[src/rtl/rar_pkg.sv]
// Shared types and operation codes for the rational arithmetic core.
// No dependencies; imported by rar_addsub and the top level.
`timescale 1ns / 1ps

package rar_pkg;

  // Operand width of the shared add/subtract unit: a 33-bit signed raw
  // numerator plus one guard bit for the sign of a difference.
  localparam int WORD_W = 34;

  typedef logic signed [WORD_W-1:0] rar_word_t;
  typedef logic [1:0] rar_func_t;

  localparam rar_func_t FUNC_ADD = 2'd0;
  localparam rar_func_t FUNC_SUB = 2'd1;
  localparam rar_func_t FUNC_MUL = 2'd2;
  localparam rar_func_t FUNC_DIV = 2'd3;

endpackage

[src/rtl/rar_addsub.sv]
// Shared add/subtract unit for the rational arithmetic core.
// Depends on rar_pkg for the operand type.
`timescale 1ns / 1ps

module rar_addsub (
  input  rar_pkg::rar_word_t a,
  input  rar_pkg::rar_word_t b,
  input  logic               sub,
  output rar_pkg::rar_word_t res
);
  import rar_pkg::*;

  assign res = sub ? (a - b) : (a + b);

endmodule

[src/rtl/rar_mul.sv]
// Registered 16x16 signed multiplier, shared across the cross products.
// No package dependencies.
`timescale 1ns / 1ps

module rar_mul (
  input  logic               clk,
  input  logic signed [15:0] a,
  input  logic signed [15:0] b,
  output logic signed [31:0] p
);

  always_ff @(posedge clk) begin
    p <= a * b;
  end

endmodule

[src/rtl/rational_alu_with_reduction_core.sv]
// Rational add/subtract/multiply/divide with reduction to lowest terms.
// An error or zero result goes straight from the zero checks to the output;
// any other result is reduced by the binary GCD loop and two 32-step
// restoring divisions, all on one shared adder.
// Throughput: one word at a time; in_ready is high only while idle.
// Reset (synchronous, active high) returns to idle and drops out_valid.
`timescale 1ns / 1ps

module rational_alu_with_reduction_core (
  input  logic                clk,
  input  logic                rst,
  input  logic                in_valid,
  output logic                in_ready,
  input  rar_pkg::rar_func_t  func,
  input  logic signed [15:0]  num_a,
  input  logic signed [15:0]  den_a,
  input  logic signed [15:0]  num_b,
  input  logic signed [15:0]  den_b,
  output logic                out_valid,
  input  logic                out_ready,
  output logic signed [32:0]  num_out,
  output logic signed [31:0]  den_out,
  output logic                bad_denominator
);
  import rar_pkg::*;

  // Sequencer states
  localparam logic [3:0] S_IDLE = 4'd0;
  localparam logic [3:0] S_MUL0 = 4'd1;  // issue numerator product
  localparam logic [3:0] S_MUL1 = 4'd2;  // issue second cross product
  localparam logic [3:0] S_MUL2 = 4'd3;  // issue denominator product
  localparam logic [3:0] S_MUL3 = 4'd4;  // capture denominator product
  localparam logic [3:0] S_ADD  = 4'd5;  // combine cross products, or pass the numerator product
  localparam logic [3:0] S_CHK  = 4'd6;  // zero checks
  localparam logic [3:0] S_ABSN = 4'd7;
  localparam logic [3:0] S_ABSD = 4'd8;
  localparam logic [3:0] S_GCD  = 4'd9;
  localparam logic [3:0] S_DIVN = 4'd10;
  localparam logic [3:0] S_DIVD = 4'd11;
  localparam logic [3:0] S_NEGN = 4'd12;
  localparam logic [3:0] S_NEGD = 4'd13;
  localparam logic [3:0] S_DONE = 4'd14;

  logic [3:0] state;

  // Latched operands
  rar_func_t          fn;
  logic signed [15:0] na, da, nb, db;

  // Products and raw result
  logic signed [31:0] p0, p1, rd;
  logic signed [32:0] rn;
  logic               sign_n, sign_d;

  // GCD and division datapath
  logic [31:0] mag_n, mag_d;   // magnitudes; mag_n later holds the numerator quotient
  logic [31:0] u, v;
  logic [31:0] q;              // dividend shifting out, quotient shifting in
  logic [31:0] rem;
  logic [4:0]  cnt;

  // Result staging
  logic signed [32:0] res_num;
  logic signed [31:0] res_den;
  logic               res_bad;

  // Shared multiplier
  logic signed [15:0] mul_a, mul_b;
  logic signed [31:0] mul_p;

  // Shared adder
  rar_word_t alu_a, alu_b, alu_res;
  logic      alu_sub;

  logic [31:0] div_trial_in;
  logic        div_bit;

  rar_mul u_mul (
    .clk (clk),
    .a   (mul_a),
    .b   (mul_b),
    .p   (mul_p)
  );

  rar_addsub u_addsub (
    .a   (alu_a),
    .b   (alu_b),
    .sub (alu_sub),
    .res (alu_res)
  );

  assign in_ready = (state == S_IDLE);

  // Partial remainder with the next dividend bit shifted in; the remainder
  // stays below the odd divisor, so 31 bits carry it.
  assign div_trial_in = {rem[30:0], q[31]};
  assign div_bit      = ~alu_res[WORD_W-1];

  // Multiplier operand select
  always_comb begin
    mul_a = 16'sd0;
    mul_b = 16'sd0;
    case (state)
      S_MUL0: begin
        mul_a = na;
        mul_b = (fn == FUNC_MUL) ? nb : db;
      end
      S_MUL1: begin
        mul_a = da;
        mul_b = nb;
      end
      S_MUL2: begin
        mul_a = da;
        mul_b = (fn == FUNC_DIV) ? nb : db;
      end
      default: begin
        mul_a = 16'sd0;
        mul_b = 16'sd0;
      end
    endcase
  end

  // Adder operand select
  always_comb begin
    alu_a   = '0;
    alu_b   = '0;
    alu_sub = 1'b0;
    case (state)
      S_ADD: begin
        alu_a   = {{2{p0[31]}}, p0};
        alu_b   = (fn == FUNC_ADD || fn == FUNC_SUB) ? {{2{p1[31]}}, p1} : '0;
        alu_sub = (fn == FUNC_SUB);
      end
      S_ABSN: begin
        alu_b   = {rn[32], rn};
        alu_sub = 1'b1;
      end
      S_ABSD: begin
        alu_b   = {{2{rd[31]}}, rd};
        alu_sub = 1'b1;
      end
      S_GCD: begin
        alu_a   = {2'b00, u};
        alu_b   = {2'b00, v};
        alu_sub = 1'b1;
      end
      S_DIVN, S_DIVD: begin
        alu_a   = {2'b00, div_trial_in};
        alu_b   = {2'b00, u};
        alu_sub = 1'b1;
      end
      S_NEGN: begin
        alu_b   = {2'b00, mag_n};
        alu_sub = 1'b1;
      end
      S_NEGD: begin
        alu_b   = {2'b00, q};
        alu_sub = 1'b1;
      end
      default: begin
        alu_a   = '0;
        alu_b   = '0;
        alu_sub = 1'b0;
      end
    endcase
  end

  // Sequencer and datapath registers
  always_ff @(posedge clk) begin
    if (rst) begin
      state     <= S_IDLE;
      out_valid <= 1'b0;
    end else begin
      // Drop the output word once taken, unless S_DONE reloads it below.
      if (out_valid && out_ready && state != S_DONE) begin
        out_valid <= 1'b0;
      end

      case (state)
        S_IDLE: begin
          if (in_valid) begin
            fn    <= func;
            na    <= num_a;
            da    <= den_a;
            nb    <= num_b;
            db    <= den_b;
            state <= S_MUL0;
          end
        end
        S_MUL0: state <= S_MUL1;
        S_MUL1: begin
          p0    <= mul_p;
          state <= S_MUL2;
        end
        S_MUL2: begin
          p1    <= mul_p;
          state <= S_MUL3;
        end
        S_MUL3: begin
          rd    <= mul_p;
          state <= S_ADD;
        end
        S_ADD: begin
          rn    <= alu_res[32:0];
          state <= S_CHK;
        end
        S_CHK: begin
          // Zero denominator flags an error; zero numerator reduces to 0/1.
          if (rd == 32'sd0) begin
            res_num <= '0;
            res_den <= '0;
            res_bad <= 1'b1;
            state   <= S_DONE;
          end else if (rn == 33'sd0) begin
            res_num <= '0;
            res_den <= 32'sd1;
            res_bad <= 1'b0;
            state   <= S_DONE;
          end else begin
            state <= S_ABSN;
          end
        end
        S_ABSN: begin
          sign_n <= rn[32];
          mag_n  <= rn[32] ? alu_res[31:0] : rn[31:0];
          state  <= S_ABSD;
        end
        S_ABSD: begin
          sign_d <= rd[31];
          mag_d  <= rd[31] ? alu_res[31:0] : rd;
          v      <= rd[31] ? alu_res[31:0] : rd;
          u      <= mag_n;
          state  <= S_GCD;
        end
        S_GCD: begin
          // Binary GCD, one step per cycle. Common factors of two come out
          // of the magnitudes along with u and v, leaving an odd divisor in u.
          if (!u[0] && !v[0]) begin
            u     <= {1'b0, u[31:1]};
            v     <= {1'b0, v[31:1]};
            mag_n <= {1'b0, mag_n[31:1]};
            mag_d <= {1'b0, mag_d[31:1]};
          end else if (!u[0]) begin
            u <= {1'b0, u[31:1]};
          end else if (!v[0]) begin
            v <= {1'b0, v[31:1]};
          end else if (alu_res == '0) begin
            q     <= mag_n;
            rem   <= '0;
            cnt   <= '0;
            state <= S_DIVN;
          end else if (alu_res[WORD_W-1]) begin
            // Swap so the larger odd value is reduced next cycle.
            u <= v;
            v <= u;
          end else begin
            u <= alu_res[31:0];
          end
        end
        S_DIVN: begin
          if (cnt == 5'd31) begin
            mag_n <= {q[30:0], div_bit};
            q     <= mag_d;
            rem   <= '0;
            cnt   <= '0;
            state <= S_DIVD;
          end else begin
            rem <= div_bit ? alu_res[31:0] : div_trial_in;
            cnt <= cnt + 5'd1;
            q   <= {q[30:0], div_bit};
          end
        end
        S_DIVD: begin
          rem <= div_bit ? alu_res[31:0] : div_trial_in;
          q   <= {q[30:0], div_bit};
          cnt <= cnt + 5'd1;
          if (cnt == 5'd31) begin
            state <= S_NEGN;
          end
        end
        S_NEGN: begin
          res_num <= sign_n ? alu_res[32:0] : {1'b0, mag_n};
          state   <= S_NEGD;
        end
        S_NEGD: begin
          res_den <= sign_d ? alu_res[31:0] : q;
          res_bad <= 1'b0;
          state   <= S_DONE;
        end
        S_DONE: begin
          // Hold the result until the output register is free.
          if (!out_valid || out_ready) begin
            num_out         <= res_num;
            den_out         <= res_den;
            bad_denominator <= res_bad;
            out_valid       <= 1'b1;
            state           <= S_IDLE;
          end
        end
        default: state <= S_IDLE;
      endcase
    end
  end

endmodule
[config.mk]
export PLATFORM = sky130hd
export DESIGN_NAME = rational_alu_with_reduction_core
export DESIGN_NICKNAME = d
export VERILOG_FILES = /design/src/rtl/rar_pkg.sv /design/src/rtl/rar_addsub.sv /design/src/rtl/rar_mul.sv /design/src/rtl/rational_alu_with_reduction_core.sv
export SDC_FILE = /design/constraint.sdc
export NUM_CORES = 2
export LEC_CHECK = 0
export CAP_MARGIN = 20
export CORE_MARGIN = 4
export CORE_UTILIZATION = 50
export DETAILED_ROUTE_END_ITERATION = 6
export DONT_BUFFER_PORTS = 1
export PLACE_DENSITY = 0.68
export REMOVE_ABC_BUFFERS = 1
export SLEW_MARGIN = 20
export SYNTH_ARGS = -nofsm -noshare
export SYNTH_HDL_FRONTEND = slang
export SYNTH_SLANG_ARGS = --single-unit
[constraint.sdc]
create_clock -name clk -period 14.4 [get_ports clk]
set_clock_uncertainty 0.15 [all_clocks]
set_input_delay 2.16 -clock clk [delete_from_list [all_inputs] [get_ports clk]]
set_output_delay 2.16 -clock clk [all_outputs]
set_load 0.02 [all_outputs]
==> impl_metrics.toml <==
[synthesis]
synth_seq_cells = 562
synth_commonest_cells = "edfxtp_1, nor2_1, inv_1"
yosys-top-cells-area = "edfxtp_1, fa_1, mux2i_1"
synth.largest_area_cell = "edfxtp_1"
synth_cell_type_count = 89
ys_seq_area_share_pct = 43.8
synthArstFlopShare_pct = 0
synth_edf_count = 525
yosys_warnings = 0
post-synth-top-count-cell = "edfxtp_1"
syn_area_sq_um = 37700
syn_avg_cell_area_sq_um = 10.8
synth_top_cell_area_share_pct = 41.8
synthCells = 3476
synthFlopType = "edfxtp_1"

[floorplan]
rows = 100
start_util_pct = 50.6
die_h_um = 283
core_sq_um = 74600
io_pins = 138
dieArea_sq_um = 79900
die_w_um = 283

[critical_path]
setup.worst_path.class = "reg2reg"
cp.arrival_ps = 10170
cp_max_fo = 65
r2r_start = "state[0]$_SDFFE_PP0P_"
rr_worst_depth = 25
rr_endpoint = "rem[20]$_DFFE_PP_"
start_kind = "flip-flop"
crit_buf_inv = 3
worstSetupEndpointType = "flip-flop"
critPathMaxStageDelay_ps = 910
crit_family = "simple AND/OR/NAND/NOR gates"
critical_path_required_ps = 14500
regToRegSetupSlack_ps = 4330
crit_top_cell = "buf_4"
cp_slowest_cell = "o2111a_2"

[sta]
fmax_mhz = 99.3
rsz0062_at_grt = "no"
period_share_pct = 70.0
finalMaxSlewViolations = 0
hold_slack_ps = 259
finalHoldViolCount = 0
worst_slew_pin_slew_ps = 1170
setup_viol = 0
period_needed_ps = 10070
slew_headroom_pct = 21.6

[global_route]
antenna_found_initial = 0
grt_max_degree = 80
grt_overflow = 0
first_global_vias = 26900
grt_pass1_wl_um = 168000
track_usage_pct = 27.5

[hold_path]
hold_class = "reg2reg"
hold_path_depth = 0
min_to = "num_out[17]$_DFFE_PP_"
hold_start = "res_num[17]$_SDFFCE_PP0P_"

[clock_network]
htreeDepth = 2
clk_path_buf_depth = 3
cts_setup_buffers = 0
worstSkewPairLatency_ps = 680
cts.sinks = 562
clk_pin_slew_ps = 60
cts_buffers = 60
cts_tree = "done"
cts-root-buf = "clkbuf_16"
cts_resized = 0
cts_hold_buf = 0

[placement]
globalplace.congestion = 1.04
port_buffers = 0
place_area_sq_um = 38800
hpwl_um = 81500

[layout]
multi_input_area_sq_um = 19200
finalInstanceArea_sq_um = 40900
diodes = 0
drive_gt1_share_pct = 6.66
layout.nets = 3867
seq_area_sq_um = 16500
fillers = 6337
syn_to_final_growth_pct = 8.42
final_core_util_pct = 54.8

[drt]
dr.pass1.iters = 6
wl_per_cell_um = 24.8
wl_um = 110000
drt-initial-drc-count = 3358
antenna_left = 0
vias = 27500
vias_per_cell = 6.19
remaining_drc_errors = 0

[run]
cap_violations = 0

[status]
outcome = "finished, final reports clean"
## routing by layer
metal / part of all wire [%] / routed length, um / track usage, %
met1: 41 / 45300 / 39.2
met5: 0 / 0 / 0
met2: 45 / 49400 / 42.9
met3: 9.9 / 10900 / 4.92
met4: 3.9 / 4330 / 9.70
## worst max-delay path by stage
stage	from	to	cells after the start
3_3_place_gp	state[0]$_SDFFE_PP0P_	u_mul.p[30]$_DFF_P_	27
6_report	state[0]$_SDFFE_PP0P_	rem[20]$_DFFE_PP_	25
2_1_floorplan	state[0]$_SDFFE_PP0P_	cnt[0]$_DFFE_PP_	20
4_1_cts	state[0]$_SDFFE_PP0P_	u_mul.p[30]$_DFF_P_	27
3_5_place_dp	state[0]$_SDFFE_PP0P_	u_mul.p[30]$_DFF_P_	27
5_1_grt	state[0]$_SDFFE_PP0P_	rem[20]$_DFFE_PP_	25
## cells by family after synthesis
kind of cell / share of synthesized area, %
and+or+nand+nor: 12.3
AOI/OAI and AO/OA: 12.2
DFF: 43.8
buffers and inverters: 5.62
adders and majority gates: 17.9
muxes: 6.22
xor gates and xnor gates: 2.05
## final cells by class
cell class                      instances  area share (%)
Multi-Input combinational cell       2376            47.1
Sequential cell                       562            40.4
Clock buffer                           68            3.75
Inverter                              337            3.09
Tap cell                              969            2.97
Timing Repair Buffer                   79            1.52
Clock inverter                         46            1.19
## sequential cells by signal (all words and copies together) (netlist names), 2 cells and up
name / flops
u: 32
rd: 32
den_out: 32
res_den: 32
q: 32
p0: 32
p1: 32
mag_d: 32
u_mul.p: 32
state: 4
fn: 2
db: 16
num_out: 33
na: 16
da: 16
cnt: 5
res_num: 33
rem: 31
mag_n: 32
v: 32
nb: 16
rn: 33
## cells in the final DEF (no fill, tap or decap), types with 60 or more instances in the layout
master | netlist | final
clkbuf_16 | 0 | 60
o21ai_0 | 105 | 105
nand2_1 | 282 | 282
edfxtp_1 | 525 | 525
a22oi_1 | 93 | 93
inv_1 | 337 | 337
nor2_1 | 411 | 408
ha_1 | 118 | 118
a21oi_1 | 187 | 184
fa_1 | 263 | 263
mux2i_1 | 223 | 223
buf_4 | 10 | 75
## through the flow
stage / instances / setup WS (ps) / setup TNS [ps]
6_report: 4437 / 4330 / 0
3_3_place_gp: 4317 / 4600 / 0
2_1_floorplan: 3275 / -6450 / -1468840
5_1_grt: 4437 / 3940 / 0
3_5_place_dp: 4321 / 4520 / 0
4_1_cts: 4435 / 4500 / 0
Power is left out: the tool's default activity adds up to more than one toggle a clock period on the data nets, which glitch-free logic cannot reach.
